$ cat config.mk
export PLATFORM = sky130hd
export DESIGN_NAME = rpis_cell
export DESIGN_NICKNAME = d
export VERILOG_FILES = /design/src/rtl/rpis_pkg.sv /design/src/rtl/rpis_cell.sv
export SDC_FILE = /design/constraint.sdc
export NUM_CORES = 1
export LEC_CHECK = 0
export ABC_CLOCK_PERIOD_IN_PS = 4800
export BUFFER_PORTS_ARGS = -buffer_cell sky130_fd_sc_hd__buf_2
export CAP_MARGIN = 0
export CORE_AREA = 2 2 337 339
export CTS_CLUSTER_DIAMETER = 100
export DETAILED_ROUTE_END_ITERATION = 16
export DIE_AREA = 0 0 339 341
export PLACE_DENSITY = 0.31
export SLEW_MARGIN = 20
export SYNTH_ARGS = -nofsm -noshare
export SYNTH_HDL_FRONTEND = slang
export SYNTH_SLANG_ARGS = --single-unit
$ cat constraint.sdc
create_clock -name clk -period 4.8 [get_ports clk]
set_clock_uncertainty 0.1 [all_clocks]
set_input_delay 0.96 -clock clk [delete_from_list [all_inputs] [get_ports clk]]
set_output_delay 0.96 -clock clk [all_outputs]
set_load 0.03 [all_outputs]
$ cat src/rtl/rpis_pkg.sv
package rpis_pkg;

    // Fixed field widths of the streaming and configuration ports.
    localparam int OP_W   = 2;
    localparam int SLOT_W = 6;
    localparam int RANK_W = 6;
    localparam int CFG_W  = 7;

    // Pool size after reset.
    localparam logic [CFG_W-1:0] CFG_RESET = 7'd64;

    // Result status codes.
    localparam logic STATUS_OK     = 1'b0;
    localparam logic STATUS_REJECT = 1'b1;

    // Operation carried in the input tuser.
    typedef enum logic [OP_W-1:0] {
        OP_LOAD   = 2'd0,
        OP_SORT   = 2'd1,
        OP_INSERT = 2'd2,
        OP_READ   = 2'd3
    } op_t;

    // What the scan wave does as it passes through a cell.
    typedef enum logic [1:0] {
        CM_IDLE   = 2'd0,
        CM_INSERT = 2'd1,
        CM_READ   = 2'd2,
        CM_SORT   = 2'd3
    } cell_mode_t;

    // Control broadcast from the sequencer to every cell.
    typedef struct packed {
        cell_mode_t mode;
        logic       load_we;
        logic       ins_we;
        logic       swap_we;
    } cell_ctrl_t;

    // Flags carried by the scan wave from cell to cell.
    typedef struct packed {
        logic found;
        logic reject;
    } wave_flags_t;

endpackage

$ cat src/rtl/rpis_cell.sv
module rpis_cell
    import rpis_pkg::*;
#(
    parameter int POOL_DEPTH  = 64,
    parameter int VALUE_WIDTH = 32,
    parameter int ID_WIDTH    = 16,
    parameter int CELL_INDEX  = 0
)
(
    input  logic                                 clk,
    input  cell_ctrl_t                           ctrl,
    input  logic [SLOT_W-1:0]                    slot,
    input  logic [$clog2(POOL_DEPTH+1)-1:0]      active_cnt,
    input  logic [$clog2(POOL_DEPTH)-1:0]        pass_idx,
    input  logic [$clog2(POOL_DEPTH)-1:0]        target_idx,
    input  logic [2*VALUE_WIDTH+ID_WIDTH-1:0]    new_ent,
    input  logic signed [VALUE_WIDTH:0]          new_key,
    input  logic [2*VALUE_WIDTH+ID_WIDTH-1:0]    swap_a,
    input  logic [2*VALUE_WIDTH+ID_WIDTH-1:0]    swap_b,
    input  logic [2*VALUE_WIDTH+ID_WIDTH-1:0]    left_ent,
    input  wave_flags_t                          wave_flags_in,
    input  logic [$clog2(POOL_DEPTH)-1:0]        wave_idx_in,
    input  logic signed [VALUE_WIDTH:0]          wave_key_in,
    input  logic [2*VALUE_WIDTH+ID_WIDTH-1:0]    wave_a_in,
    input  logic [2*VALUE_WIDTH+ID_WIDTH-1:0]    wave_b_in,
    output logic [2*VALUE_WIDTH+ID_WIDTH-1:0]    ent,
    output wave_flags_t                          wave_flags_out,
    output logic [$clog2(POOL_DEPTH)-1:0]        wave_idx_out,
    output logic signed [VALUE_WIDTH:0]          wave_key_out,
    output logic [2*VALUE_WIDTH+ID_WIDTH-1:0]    wave_a_out,
    output logic [2*VALUE_WIDTH+ID_WIDTH-1:0]    wave_b_out
);

    localparam int KEY_W = VALUE_WIDTH + 1;
    localparam int ENT_W = 2 * VALUE_WIDTH + ID_WIDTH;
    localparam int IDX_W = $clog2(POOL_DEPTH);
    localparam logic [31:0] MY_POS = 32'(CELL_INDEX);
    localparam logic [IDX_W-1:0] MY_IDX = IDX_W'(CELL_INDEX);

    // Stored entry {id, repro worth, worth} and its cached key.
    logic [ENT_W-1:0]        ent_reg;
    logic [ENT_W-1:0]        ent_next;
    logic signed [KEY_W-1:0] key_reg;
    logic signed [KEY_W-1:0] key_next;

    // Scan wave stage.
    wave_flags_t             wave_flags_reg;
    wave_flags_t             wave_flags_next;
    logic [IDX_W-1:0]        wave_idx_reg;
    logic [IDX_W-1:0]        wave_idx_next;
    logic signed [KEY_W-1:0] wave_key_reg;
    logic signed [KEY_W-1:0] wave_key_next;
    logic [ENT_W-1:0]        wave_a_reg;
    logic [ENT_W-1:0]        wave_a_next;
    logic [ENT_W-1:0]        wave_b_reg;
    logic [ENT_W-1:0]        wave_b_next;

    logic                          slot_hit;
    logic                          is_active;
    logic                          is_last;
    logic                          is_pass;
    logic                          after_pass;
    logic                          is_target;
    logic                          after_target;
    logic                          key_hit;
    logic signed [VALUE_WIDTH-1:0] own_worth;
    logic signed [VALUE_WIDTH-1:0] new_worth;
    logic signed [VALUE_WIDTH-1:0] worth_next;
    logic signed [VALUE_WIDTH-1:0] repro_next;

    // Position of this cell against the broadcast indexes.
    assign slot_hit     = (32'(slot) == MY_POS);
    assign is_active    = (MY_POS < 32'(active_cnt));
    assign is_last      = ((MY_POS + 32'd1) == 32'(active_cnt));
    assign is_pass      = (32'(pass_idx) == MY_POS);
    assign after_pass   = (MY_POS > 32'(pass_idx));
    assign is_target    = (32'(target_idx) == MY_POS);
    assign after_target = (MY_POS > 32'(target_idx));

    assign own_worth = ent_reg[VALUE_WIDTH-1:0];
    assign new_worth = new_ent[VALUE_WIDTH-1:0];
    assign key_hit   = is_active && !wave_flags_in.found && (key_reg >= new_key);

    // The wave picks up this cell's contribution and moves on next cycle.
    always_comb
    begin
        wave_flags_next = wave_flags_in;
        wave_idx_next   = wave_idx_in;
        wave_key_next   = wave_key_in;
        wave_a_next     = wave_a_in;
        wave_b_next     = wave_b_in;
        case (ctrl.mode)
            CM_INSERT:
            begin
                // First entry whose key is not smaller; the last active one otherwise.
                if (key_hit || (is_last && !wave_flags_in.found))
                begin
                    wave_flags_next.found = 1'b1;
                    wave_idx_next         = MY_IDX;
                end
                if (is_last)
                begin
                    wave_flags_next.reject = (new_worth > own_worth);
                end
            end
            CM_READ:
            begin
                if (slot_hit)
                begin
                    wave_a_next = ent_reg;
                end
            end
            CM_SORT:
            begin
                // Start of the pass seeds the minimum; later cells replace it only
                // when strictly smaller, so the first minimum wins.
                if (is_pass)
                begin
                    wave_key_next = key_reg;
                    wave_idx_next = MY_IDX;
                    wave_a_next   = ent_reg;
                    wave_b_next   = ent_reg;
                end
                else if (after_pass && is_active && (key_reg < wave_key_in))
                begin
                    wave_key_next = key_reg;
                    wave_idx_next = MY_IDX;
                    wave_a_next   = ent_reg;
                end
            end
            default:
            begin
                wave_flags_next = wave_flags_in;
            end
        endcase
    end

    // Entry update: load, insert with shift, or swap at the end of a sort pass.
    always_comb
    begin
        ent_next = ent_reg;
        if (ctrl.load_we && slot_hit)
        begin
            ent_next = new_ent;
        end
        if (ctrl.ins_we && is_active)
        begin
            if (is_target)
            begin
                ent_next = new_ent;
            end
            else if (after_target)
            begin
                ent_next = left_ent;
            end
        end
        if (ctrl.swap_we)
        begin
            if (is_pass)
            begin
                ent_next = swap_a;
            end
            else if (is_target)
            begin
                ent_next = swap_b;
            end
        end
    end

    // The key is kept alongside the entry so the scan only compares.
    assign worth_next = ent_next[VALUE_WIDTH-1:0];
    assign repro_next = ent_next[2*VALUE_WIDTH-1:VALUE_WIDTH];
    assign key_next   = KEY_W'(worth_next) + KEY_W'(repro_next);

    always_ff @(posedge clk)
    begin
        ent_reg        <= ent_next;
        key_reg        <= key_next;
        wave_flags_reg <= wave_flags_next;
        wave_idx_reg   <= wave_idx_next;
        wave_key_reg   <= wave_key_next;
        wave_a_reg     <= wave_a_next;
        wave_b_reg     <= wave_b_next;
    end

    assign ent            = ent_reg;
    assign wave_flags_out = wave_flags_reg;
    assign wave_idx_out   = wave_idx_reg;
    assign wave_key_out   = wave_key_reg;
    assign wave_a_out     = wave_a_reg;
    assign wave_b_out     = wave_b_reg;

endmodule

==> reports/qor.yml, run 1 <==
finish:
  finalNetCount: 3230
  layout.cells.most_common_list: "784 x sky130_fd_sc_hd__buf_2, 450 x sky130_fd_sc_hd__nand2_1, 314 x sky130_fd_sc_hd__dfxtp_1, 180 x sky130_fd_sc_hd__buf_4, 96 x sky130_fd_sc_hd__ha_1"
  final_layout_size_suffix_gt1_share_pct: 46.0
  area_growth_pct: 63.5
  fillerInstances: 12700
  post-route-cell-area_mm2: 0.0231
  footprint_of_the_multi_input_gates_mm2: 0.00740
  area.sequential_mm2: 0.00629
  layout_commonest_cell: "sky130_fd_sc_hd__buf_2"
  utilization_after_layout_pct: 20.6
placement:
  hpwl_um: 75600
  dpl_cell_area_mm2: 0.0213
  port_buffers: 785
  place_congestion: 0.785
die:
  chip_height_um: 341
  core_area_mm2: 0.112
  start_util_pct: 12.6
  core.rowCount: 123
  die_w_um: 339
  ioPinCount: 866
  fp.dieArea_mm2: 0.116
route:
  wire_per_inst_um: 22.1
  dr_total_vias: 15300
  finalWirelength_um: 90400
  viasPerCell: 3.75
  drc_errors: 0
  postRouteAntennaNets: 0
  dr.first_iter.drc_count: 612
  dr.pass1.iters: 5
setup_path:
  capturing_element_type_of_the_critical_path: "flip-flop"
  timing.critical_path.slowest_stage_cell: "sky130_fd_sc_hd__or4_1"
  crit_path_top_cell_by_count: "sky130_fd_sc_hd__buf_4"
  critPathKind: "in2reg"
  cp.arrival_ps: 5060
  cp_slowest_stage_delay_ps: 530
  startpoint_type: "primary input"
  timing.critical_path.required_ps: 5210
  worst_path_dominant_cell_family: "compound AO/OA/AOI/OAI gates"
  worstReg2RegEnd: "key_reg[28]$_DFF_P_"
  worst_reg2reg_path_startpoint: "ent[0]$_DFF_P_"
  count_of_cells_along_the_worst_register_to_register_path: 12
  worst-path-max-fanout: 6
  reg2reg_slack_ps: 1650
  path_cells: "buf_2, or4_1, nor3_2, buf_12, buf_12, nand2_4, buf_12, buf_4, o22ai_1, buf_4, a32oi_1, ha_1, buf_4, buf_4, nor2_1, a21oi_4, o2111a_2, buf_4, o211a_1, o21bai_1, nand4b_1, o311ai_1"
  crit_buf_inv: 9
global_route:
  groute.usage.overall_pct: 15.0
  pin_count_of_the_biggest_net_entering_global_routing: 63
  grt.overflow.total: 0
  antenna_found_initial: 29
  first_global_vias: 16000
  grt_pass1_wl_um: 123000
synthesis:
  syn_inst: 1607
  count_of_flip_flops_with_a_built_in_enable_after_synthesis: 0
  synthArstFlopShare_pct: 0
  synth-main-ff-cell: "sky130_fd_sc_hd__dfxtp_1"
  synthDistinctLibCells: 61
  syn-num-nets: 2290
  synth-seq-area-share_pct: 44.5
  synthesis.area_mm2: 0.0141
  post_synth.cell_area_avg_um2: 8.79
  synth-warning-count: 0
  synth.ff_latch_count: 314
sta:
  fmax_mhz: 215
  maxSlewViolCount: 0
  timing_hold_violations_final: 0
  fin_crit_sh_pct: 96.9
  worstMarginPinSlew_ps: 1020
  worst_rel_slew_slack_pct: 32.0
  finalSetupViolCount: 0
  final.min_clock_period_ps: 4650
  unrepaired_setup_endpoints_after_global_routing: "no"
clocking:
  cts_inserted_buffers: 46
  h-tree-depth: 2
  cts.sinks: 314
  clkSlewWorstSetupHoldPaths_ps: 50
  cts_hold_repair.buffers: 0
  clk_latency_ps: 610
  clockBufferDepth: 3
  clk_root_buffer_cell: "sky130_fd_sc_hd__clkbuf_16"
  tritoncts: "built"
hold_path:
  holdCritPathClass: "reg2reg"
  hold_path_origin: "key_reg[3]$_DFF_P_"
  min_delay_path_depth: 2
  capture_endpoint_of_the_worst_hold_path: "wave_key_out[3]$_DFF_P_"
power_and_ir_drop:
  power.ir.vdd_worst_mv: 0.248
  power.density_cell_area_mw_per_mm2: 508
  total_leakage_power_nw: 11.2
status:
  status: "finished, final reports clean"
flow_run:
  cap_violations: 0
## cells in the mapped netlist (all sizes together), types with 3 or more instances
cell | n | area (um2)
xor2 | 8 | 70.1
nor3 | 16 | 96.4
o311ai | 3 | 26.3
buf | 26 | 169
and3 | 7 | 43.8
a21oi | 36 | 180
nand2 | 451 | 1690
dfxtp | 314 | 6290
o22ai | 83 | 519
a221oi | 3 | 26.3
a211o | 4 | 35.0
clkbuf | 66 | 248
a2111oi | 3 | 26.3
a211oi | 15 | 113
mux2 | 80 | 901
nand3 | 9 | 45.0
o211ai | 4 | 30.0
or4 | 3 | 26.3
inv | 83 | 312
o21a | 10 | 75.1
nor2 | 33 | 124
nand2b | 7 | 43.8
o21bai | 6 | 45.0
ha | 97 | 1210
a31oi | 5 | 31.3
and2 | 3 | 18.8
a32oi | 79 | 699
nand4 | 18 | 113
xnor2 | 18 | 158
mux2i | 3 | 30.0
o21ai | 64 | 320
a21o | 20 | 150
nor2b | 5 | 31.3
o2111ai | 3 | 26.3
## how the worst max path moves through the flow
stage                              from                   to  slack, ps  depth (start not counted)
after CTS                 target_idx[3]  key_reg[29]$_DFF_P_         10                         19
after global routing      active_cnt[3]  key_reg[29]$_DFF_P_         20                         19
after detailed placement  active_cnt[3]  key_reg[28]$_DFF_P_       -950                         18
after global placement    active_cnt[3]  key_reg[28]$_DFF_P_       -890                         18
final                     target_idx[3]  key_reg[28]$_DFF_P_        150                         22
after floorplan           active_cnt[3]  key_reg[29]$_DFF_P_         80                         18
## final cells by class
class                   count  area share (%)
repair buffers            984            24.5
flip-flops and latches    314            27.2
clock buffers              63            5.74
clock inverters            19           0.905
inverters                  83            1.35
well taps                1500            8.12
diodes                     12           0.130
multi-input cells        1118            32.0
## cell families after synthesis
logic type      synth area share [%]
flops                           44.5
xor+xnor                        1.61
mux                             6.59
fa+ha+maj                       8.73
buf+inv                         5.16
compound gates                  17.1
simple gates                    16.3
## routing by layer
layer  part of all wire [%]  global-route usage, %
met1                     41                   17.8
met2                     50                   26.6
met3                    6.6                   3.97
met4                    2.0                   3.94
met5                   0.15                      0
## repair_timing
action | CTS | global route
setup endpoints to repair | 17 | 15
setup buffers | 1 | 0
cloned | 0 | 0
resized for setup | 7 | 35
pin swaps | 2 | 9
## power by group
group	internal, W	switching (W)	leakage, nW	total (W)
Combinational	0.00194	0.00266	7.80	0.00460
Sequential	0.00310	0.000532	2.65	0.00363
Clock	0.00209	0.00141	0.757	0.00350
## worst reg2reg max path, cell delays in order (launching register included)
cell and delay [ps]:
sky130_fd_sc_hd__dfxtp_1 500, sky130_fd_sc_hd__nand2_1 110, sky130_fd_sc_hd__a32oi_2 240, sky130_fd_sc_hd__ha_2 250
sky130_fd_sc_hd__inv_1 60, sky130_fd_sc_hd__fa_1 410, sky130_fd_sc_hd__nand2b_1 210, sky130_fd_sc_hd__a21oi_4 210
sky130_fd_sc_hd__o2111a_2 270, sky130_fd_sc_hd__buf_4 140, sky130_fd_sc_hd__o211a_1 220, sky130_fd_sc_hd__o21bai_1 100
sky130_fd_sc_hd__o311ai_1 260
## per-stage QoR
stage | TNS [ps] | std cells | worst slack, ps | hold WS [ps] | total power, W
finish | 0 | 4093 | 147 | 352 | 0.0117
global route | 0 | 4084 | 18.2 | 381 | 0.0126
CTS | 0 | 4081 | 11.8 | 354 | 0.0120
detailed placement | -18730 | 3998 | -946 | 356 | 0.00835
global placement | -18310 | 3998 | -889 | 356 | 0.00839
floorplan | 0 | 1607 | 76.2 | 320 | 0.00585
(Power assumes the default switching activity.)
==> inputs of run 2 (changes only) <==
--- a/config.mk
+++ b/config.mk
@@ -12,6 +12,7 @@
 export CTS_CLUSTER_DIAMETER = 100
 export DETAILED_ROUTE_END_ITERATION = 16
 export DIE_AREA = 0 0 339 341
+export MAX_ROUTING_LAYER = met4
 export PLACE_DENSITY = 0.31
 export SLEW_MARGIN = 20
 export SYNTH_ARGS = -nofsm -noshare
==> run 2 against run 1 <==
Net effect:
- final cell count increased by 0.37%
- combinational power barely moved
- die area unchanged
- register-to-register slack is essentially flat
- routed wire length about the same
- highest routed layer is now met4
==> reports/qor.yml, run 2 (same netlist as run 1, synthesis figures left out) <==
status:
  status: "finished, final reports clean"
setup_path:
  capturing_element_type_of_the_critical_path: "flip-flop"
  crit_path_top_cell_by_count: "sky130_fd_sc_hd__buf_4"
  timing.critical_path.slowest_stage_cell: "sky130_fd_sc_hd__or4_1"
  reg2reg_slack_ps: 1660
  cp.arrival_ps: 5030
  critPathKind: "in2reg"
  timing.critical_path.required_ps: 5220
  worst-path-max-fanout: 6
  startpoint_type: "primary input"
  path_cells: "buf_2, or4_1, nor3_2, buf_12, buf_12, nand2_4, buf_12, buf_4, o22ai_1, buf_4, a32oi_1, ha_1, buf_4, buf_4, nor2_1, a21oi_4, o2111a_2, buf_4, o211a_1, o21bai_1, nand4b_1, o311ai_1"
  cp_slowest_stage_delay_ps: 530
placement:
  hpwl_um: 75600
  place_congestion: 0.796
  numPlacedInstances: 3998
  port_buffers: 785
  dpl_cell_area_mm2: 0.0213
clocking:
  clkSlewWorstSetupHoldPaths_ps: 50
  cts_inserted_buffers: 46
  clk_latency_ps: 620
  tritoncts: "built"
  h-tree-depth: 2
  cts.sinks: 314
  clk_root_buffer_cell: "sky130_fd_sc_hd__clkbuf_16"
  cts_hold_repair.buffers: 0
  clockBufferDepth: 3
route:
  viasPerCell: 3.72
  dr.pass1.iters: 5
  wire_per_inst_um: 22.0
  drc_errors: 0
  dr_total_vias: 15300
  finalWirelength_um: 90300
  dr.first_iter.drc_count: 659
  postRouteAntennaNets: 0
die:
  start_util_pct: 12.6
  die_w_um: 339
  core_area_mm2: 0.112
  core.rowCount: 123
  ioPinCount: 866
  fp.dieArea_mm2: 0.116
  chip_height_um: 341
finish:
  final_layout_size_suffix_gt1_share_pct: 45.9
  layout_commonest_cell: "sky130_fd_sc_hd__buf_2"
  finalNetCount: 3230
  layoutNonFillerInstCount: 4108
  layout.cells.most_common_list: "784 x sky130_fd_sc_hd__buf_2, 450 x sky130_fd_sc_hd__nand2_1, 314 x sky130_fd_sc_hd__dfxtp_1, 180 x sky130_fd_sc_hd__buf_4, 96 x sky130_fd_sc_hd__ha_1"
  post-route-cell-area_mm2: 0.0231
  utilization_after_layout_pct: 20.7
  area_growth_pct: 63.8
global_route:
  grt_pass1_wl_um: 123000
  groute.usage.overall_pct: 15.4
  antenna_found_initial: 31
  pin_count_of_the_biggest_net_entering_global_routing: 63
  grt.overflow.total: 0
  first_global_vias: 16000
sta:
  maxSlewViolCount: 0
  unrepaired_setup_endpoints_after_global_routing: "no"
  timing_hold_violations_final: 0
  worst_rel_slew_slack_pct: 31.6
  worstMarginPinSlew_ps: 1030
  final.min_clock_period_ps: 4610
  finalSetupViolCount: 0
  fin_crit_sh_pct: 96.1
  fmax_mhz: 217
power_and_ir_drop:
  total_leakage_power_nw: 11.2
  power.ir.vdd_worst_mv: 0.249
  power.density_cell_area_mw_per_mm2: 508
flow_run:
  cap_violations: 0
hold_path:
  holdCritPathClass: "reg2reg"
run 2: worst paths after layout:
kind,cells past startpoint,start,end
worst max register to register,12,ent[0]$_DFF_P_,key_reg[28]$_DFF_P_
worst min-delay path,2,key_reg[3]$_DFF_P_,wave_key_out[3]$_DFF_P_
worst min register to register,2,key_reg[3]$_DFF_P_,wave_key_out[3]$_DFF_P_
worst max-delay path,22,target_idx[3],key_reg[28]$_DFF_P_
run 2: metal layers:
metal	up-vias	GRT usage, %	wire, um
met5	-	-	0
met4	0	3.94	1770
li1	7591	-	-
met1	7127	18.0	38200
met3	80	3.62	5230
met2	475	26.7	45100
run 2: worst max-delay path, delay by kind of cell:
family | cells | cell delay (ps)
AOI/OAI and AO/OA | 7 | 1350
buffers and inverters | 9 | 1280
and+or+nand+nor | 5 | 1160
adders and majority gates | 1 | 250
run 2: cell type report:
| cell class | count | area (um2) |
|---|---|---|
| fill | 12700 | 88800 |
| multi-input combinational | 1118 | 7400 |
| sequential | 314 | 6290 |
| timing repair buffer | 984 | 5660 |
| tap | 1500 | 1880 |
| clock buffer | 63 | 1330 |
| inverter | 83 | 312 |
| clock inverter | 19 | 209 |
| antenna | 27 | 67.6 |
run 2: report_power, final:
part	switching [W]	internal [W]	total, W
clock	0.00142	0.00209	0.00351
combinational	0.00267	0.00194	0.00461
sequential	0.000532	0.00310	0.00363
run 2: through the flow:
step / hold slack [ps] / worst slack [ps] / TNS, ps / power, W
CTS: 354 / 11.8 / 0 / 0.0120
floorplan: 320 / 76.2 / 0 / 0.00585
global route: 381 / 16.5 / 0 / 0.0126
detailed placement: 356 / -946 / -18730 / 0.00835
finish: 352 / 186 / 0 / 0.0118
global placement: 356 / -889 / -18310 / 0.00839
run 2: timing repair:
| action | in CTS | in global routing |
|---|---|---|
| buffers inserted | 1 | 0 |
| resized for setup | 7 | 34 |
| pin swaps | 2 | 9 |
| cloned | 0 | 0 |
| endpoints found under the setup margin | 17 | 15 |
==> inputs of run 3 (changes only) <==
--- a/config.mk
+++ b/config.mk
@@ -5,15 +5,16 @@
 export SDC_FILE = /design/constraint.sdc
 export NUM_CORES = 1
 export LEC_CHECK = 0
+export ABC_AREA = 1
 export ABC_CLOCK_PERIOD_IN_PS = 4800
 export BUFFER_PORTS_ARGS = -buffer_cell sky130_fd_sc_hd__buf_2
 export CAP_MARGIN = 0
-export CORE_AREA = 2 2 337 339
+export CORE_AREA = 2 2 336 338
 export CTS_CLUSTER_DIAMETER = 100
 export DETAILED_ROUTE_END_ITERATION = 16
-export DIE_AREA = 0 0 339 341
+export DIE_AREA = 0 0 338 340
 export MAX_ROUTING_LAYER = met4
-export PLACE_DENSITY = 0.31
+export PLACE_DENSITY = 0.32
 export SLEW_MARGIN = 20
 export SYNTH_ARGS = -nofsm -noshare
 export SYNTH_HDL_FRONTEND = slang
==> run 3 against run 2 <==
Net effect:
- combinational power increased by 10%
- flip-flop and latch count unchanged
- critical path depth decreased by 3
- core utilization increased by 0.69 points
- maximum frequency increased by 8.3%
- critical endpoint is now key_reg[12]$_DFF_P_
- largest cell class unchanged
==> reports/qor.yml, run 3 <==
clocking:
  tritoncts: "built"
  cts-resized-gates: 0
  clk_latency_ps: 610
  h-tree-depth: 2
  clk_root_buffer_cell: "sky130_fd_sc_hd__clkbuf_16"
  clkSlewWorstSetupHoldPaths_ps: 50
  postCtsSetupRepairBufs: 0
  cts_inserted_buffers: 47
  clockBufferDepth: 3
  cts.sinks: 314
  cts_hold_repair.buffers: 0
synthesis:
  synth-warning-count: 0
  syn_inst: 2078
  post_synth.cell_area_avg_um2: 7.33
  synth_fa_ha_area_share_pct: 8.10
  simple_gate_share_of_the_synthesized_area_pct: 17.8
  count_of_flip_flops_with_a_built_in_enable_after_synthesis: 0
  synthMuxAreaShare_pct: 0
  synth_top_area_cells: "sky130_fd_sc_hd__dfxtp_1 41%, sky130_fd_sc_hd__nand2_1 13%, sky130_fd_sc_hd__ha_1 8.0%"
  synth-xor-area-share_pct: 1.55
  synth.ff_latch_count: 314
  synth_top_cells_by_count: "510 x sky130_fd_sc_hd__nand2_1, 314 x sky130_fd_sc_hd__dfxtp_1, 238 x sky130_fd_sc_hd__inv_1"
  synth_top_family_by_area: "compound AO/OA/AOI/OAI gates"
  synthesis.area_mm2: 0.0152
  yosys.area.top_type: "sky130_fd_sc_hd__dfxtp_1"
  post_synthesis_compound_gate_area_fraction_pct: 22.5
  synth-main-ff-cell: "sky130_fd_sc_hd__dfxtp_1"
  synthArstFlopShare_pct: 0
  yosysMostFrequentCell: "sky130_fd_sc_hd__nand2_1"
  syn-num-nets: 2761
  synthDistinctLibCells: 39
  yosys.area.top_type_share_pct: 41.2
  synth-seq-area-share_pct: 41.2
sta:
  setup_slack_ps: 539
  worstMarginPinSlew_ps: 999
  worst_rel_slew_slack_pct: 33.3
  fin_crit_sh_pct: 88.8
  maxSlewViolCount: 0
  final.min_clock_period_ps: 4260
  unrepaired_setup_endpoints_after_global_routing: "no"
  final_tns_setup_ps: 0
  fmax_mhz: 235
  finalSetupViolCount: 0
  hold_slack_ps: 365
  timing_hold_violations_final: 0
power_and_ir_drop:
  power.ir.vdd_worst_mv: 0.273
  power.density_cell_area_mw_per_mm2: 518
  combPwrFrac_pct: 41.1
  sequentialPowerShare_pct: 29.9
  power_switching_share_pct: 41.5
  cellInternalPower_w: 0.00723
  p_switching_w: 0.00513
  pwr-share-clk_pct: 29.0
  total_leakage_power_nw: 12.4
route:
  drc_errors: 0
  dr_total_vias: 17700
  finalWirelength_um: 106000
  dr.first_iter.drc_count: 817
  wire_per_inst_um: 23.2
  viasPerCell: 3.89
  postRouteAntennaNets: 0
  dr.pass1.iters: 7
global_route:
  groute.usage.overall_pct: 18.2
  pin_count_of_the_biggest_net_entering_global_routing: 66
  first_global_vias: 17600
  antenna_found_initial: 56
  grt_pass1_wl_um: 140000
  grt.overflow.total: 0
setup_path:
  critPathKind: "in2reg"
  startpoint_type: "primary input"
  reg2reg_slack_ps: 1490
  cp.arrival_ps: 4620
  timing.critical_path.required_ps: 5160
  capturing_element_type_of_the_critical_path: "flip-flop"
  worst-path-max-fanout: 66
finish:
  area_growth_pct: 56.5
  layout_commonest_cell: "sky130_fd_sc_hd__buf_2"
  footprint_of_the_multi_input_gates_mm2: 0.00765
  finalNetCount: 3675
  utilization_after_layout_pct: 21.4
  fillerInstances: 12900
  area.sequential_mm2: 0.00629
  layout.cells.most_common_list: "785 x sky130_fd_sc_hd__buf_2, 508 x sky130_fd_sc_hd__nand2_1, 314 x sky130_fd_sc_hd__dfxtp_1, 236 x sky130_fd_sc_hd__inv_1, 205 x sky130_fd_sc_hd__o21ai_0"
  final_layout_size_suffix_gt1_share_pct: 34.9
die:
  core_area_mm2: 0.112
  die_w_um: 338
  ioPinCount: 866
  fp.dieArea_mm2: 0.115
  core.rowCount: 123
  chip_height_um: 340
  start_util_pct: 13.7
placement:
  placement.setup.worst_slack_ps: -46.3
  hpwl_um: 88200
  place_congestion: 0.846
  port_buffers: 785
flow_run:
  cap_violations: 0
hold_path:
  holdCritPathClass: "reg2reg"
status:
  status: "finished, final reports clean"
run 3: worst paths after layout:
check	cells after the start	to	from
max	19	key_reg[12]$_DFF_P_	active_cnt[6]
min	2	wave_key_out[7]$_DFF_P_	key_reg[7]$_DFF_P_
max reg2reg	14	key_reg[19]$_DFF_P_	ent[1]$_DFF_P_
min reg2reg	2	wave_key_out[7]$_DFF_P_	key_reg[7]$_DFF_P_
run 3: kinds of logic (layout without fill, tap and decap cells):
group | Yosys count | count (layout)
buffers and inverters | 346 | 1294
DFF | 314 | 314
and+or+nand+nor | 693 | 693
xor gates and xnor gates | 27 | 27
other | 0 | 33
adders and majority gates | 98 | 98
AOI/OAI and AO/OA | 600 | 600
run 3: power groups by stage:
stage | logic (W) | clock network, W | registers (W)
2_1_floorplan | 0.00202 | 0 | 0.00409
3_3_place_gp | 0.00520 | 0 | 0.00380
3_5_place_dp | 0.00519 | 0 | 0.00380
4_1_cts | 0.00521 | 0.00372 | 0.00375
5_1_grt | 0.00563 | 0.00382 | 0.00378
6_report | 0.00508 | 0.00358 | 0.00369
run 3: per-layer routing:
metal | global-route usage, % | vias up | routed length [um]
met2 | 29.7 | 628 | 49600
met4 | 3.02 | 0 | 1670
met1 | 22.7 | 8206 | 46600
met5 | - | - | 0
li1 | - | 8788 | -
met3 | 5.04 | 91 | 7810
run 3: through the flow:
step	total power, W	std cells	instance area, um2
final	0.0124	4559	23800
after global routing	0.0132	4547	23800
after CTS	0.0127	4526	23800
after detailed placement	0.00898	4443	22200
after global placement	0.00901	4443	22200
after floorplan	0.00611	2078	15200
run 3: area by class of cell:
class	count	share of cell area (%)
diodes	33	0.346
clock buffers	68	5.65
clock inverters	15	0.834
inverters	244	3.89
multi-input cells	1418	32.1
flip-flops and latches	314	26.4
well taps	1500	7.87
repair buffers	967	22.9
run 3: worst max-delay path, stage by stage:
cell	delay, ps
sky130_fd_sc_hd__buf_2	80
sky130_fd_sc_hd__inv_1	40
sky130_fd_sc_hd__nand4_1	140
sky130_fd_sc_hd__nor2_1	80
sky130_fd_sc_hd__nor2_1	380
sky130_fd_sc_hd__nand2_1	220
sky130_fd_sc_hd__nand2_4	140
sky130_fd_sc_hd__buf_12	360
sky130_fd_sc_hd__a21oi_1	120
sky130_fd_sc_hd__a22o_1	210
sky130_fd_sc_hd__inv_1	100
sky130_fd_sc_hd__ha_1	180
sky130_fd_sc_hd__inv_1	50
sky130_fd_sc_hd__fa_1	420
sky130_fd_sc_hd__o21ai_0	310
sky130_fd_sc_hd__a21oi_1	170
sky130_fd_sc_hd__buf_4	180
sky130_fd_sc_hd__o21ai_0	330
sky130_fd_sc_hd__xor2_1	110
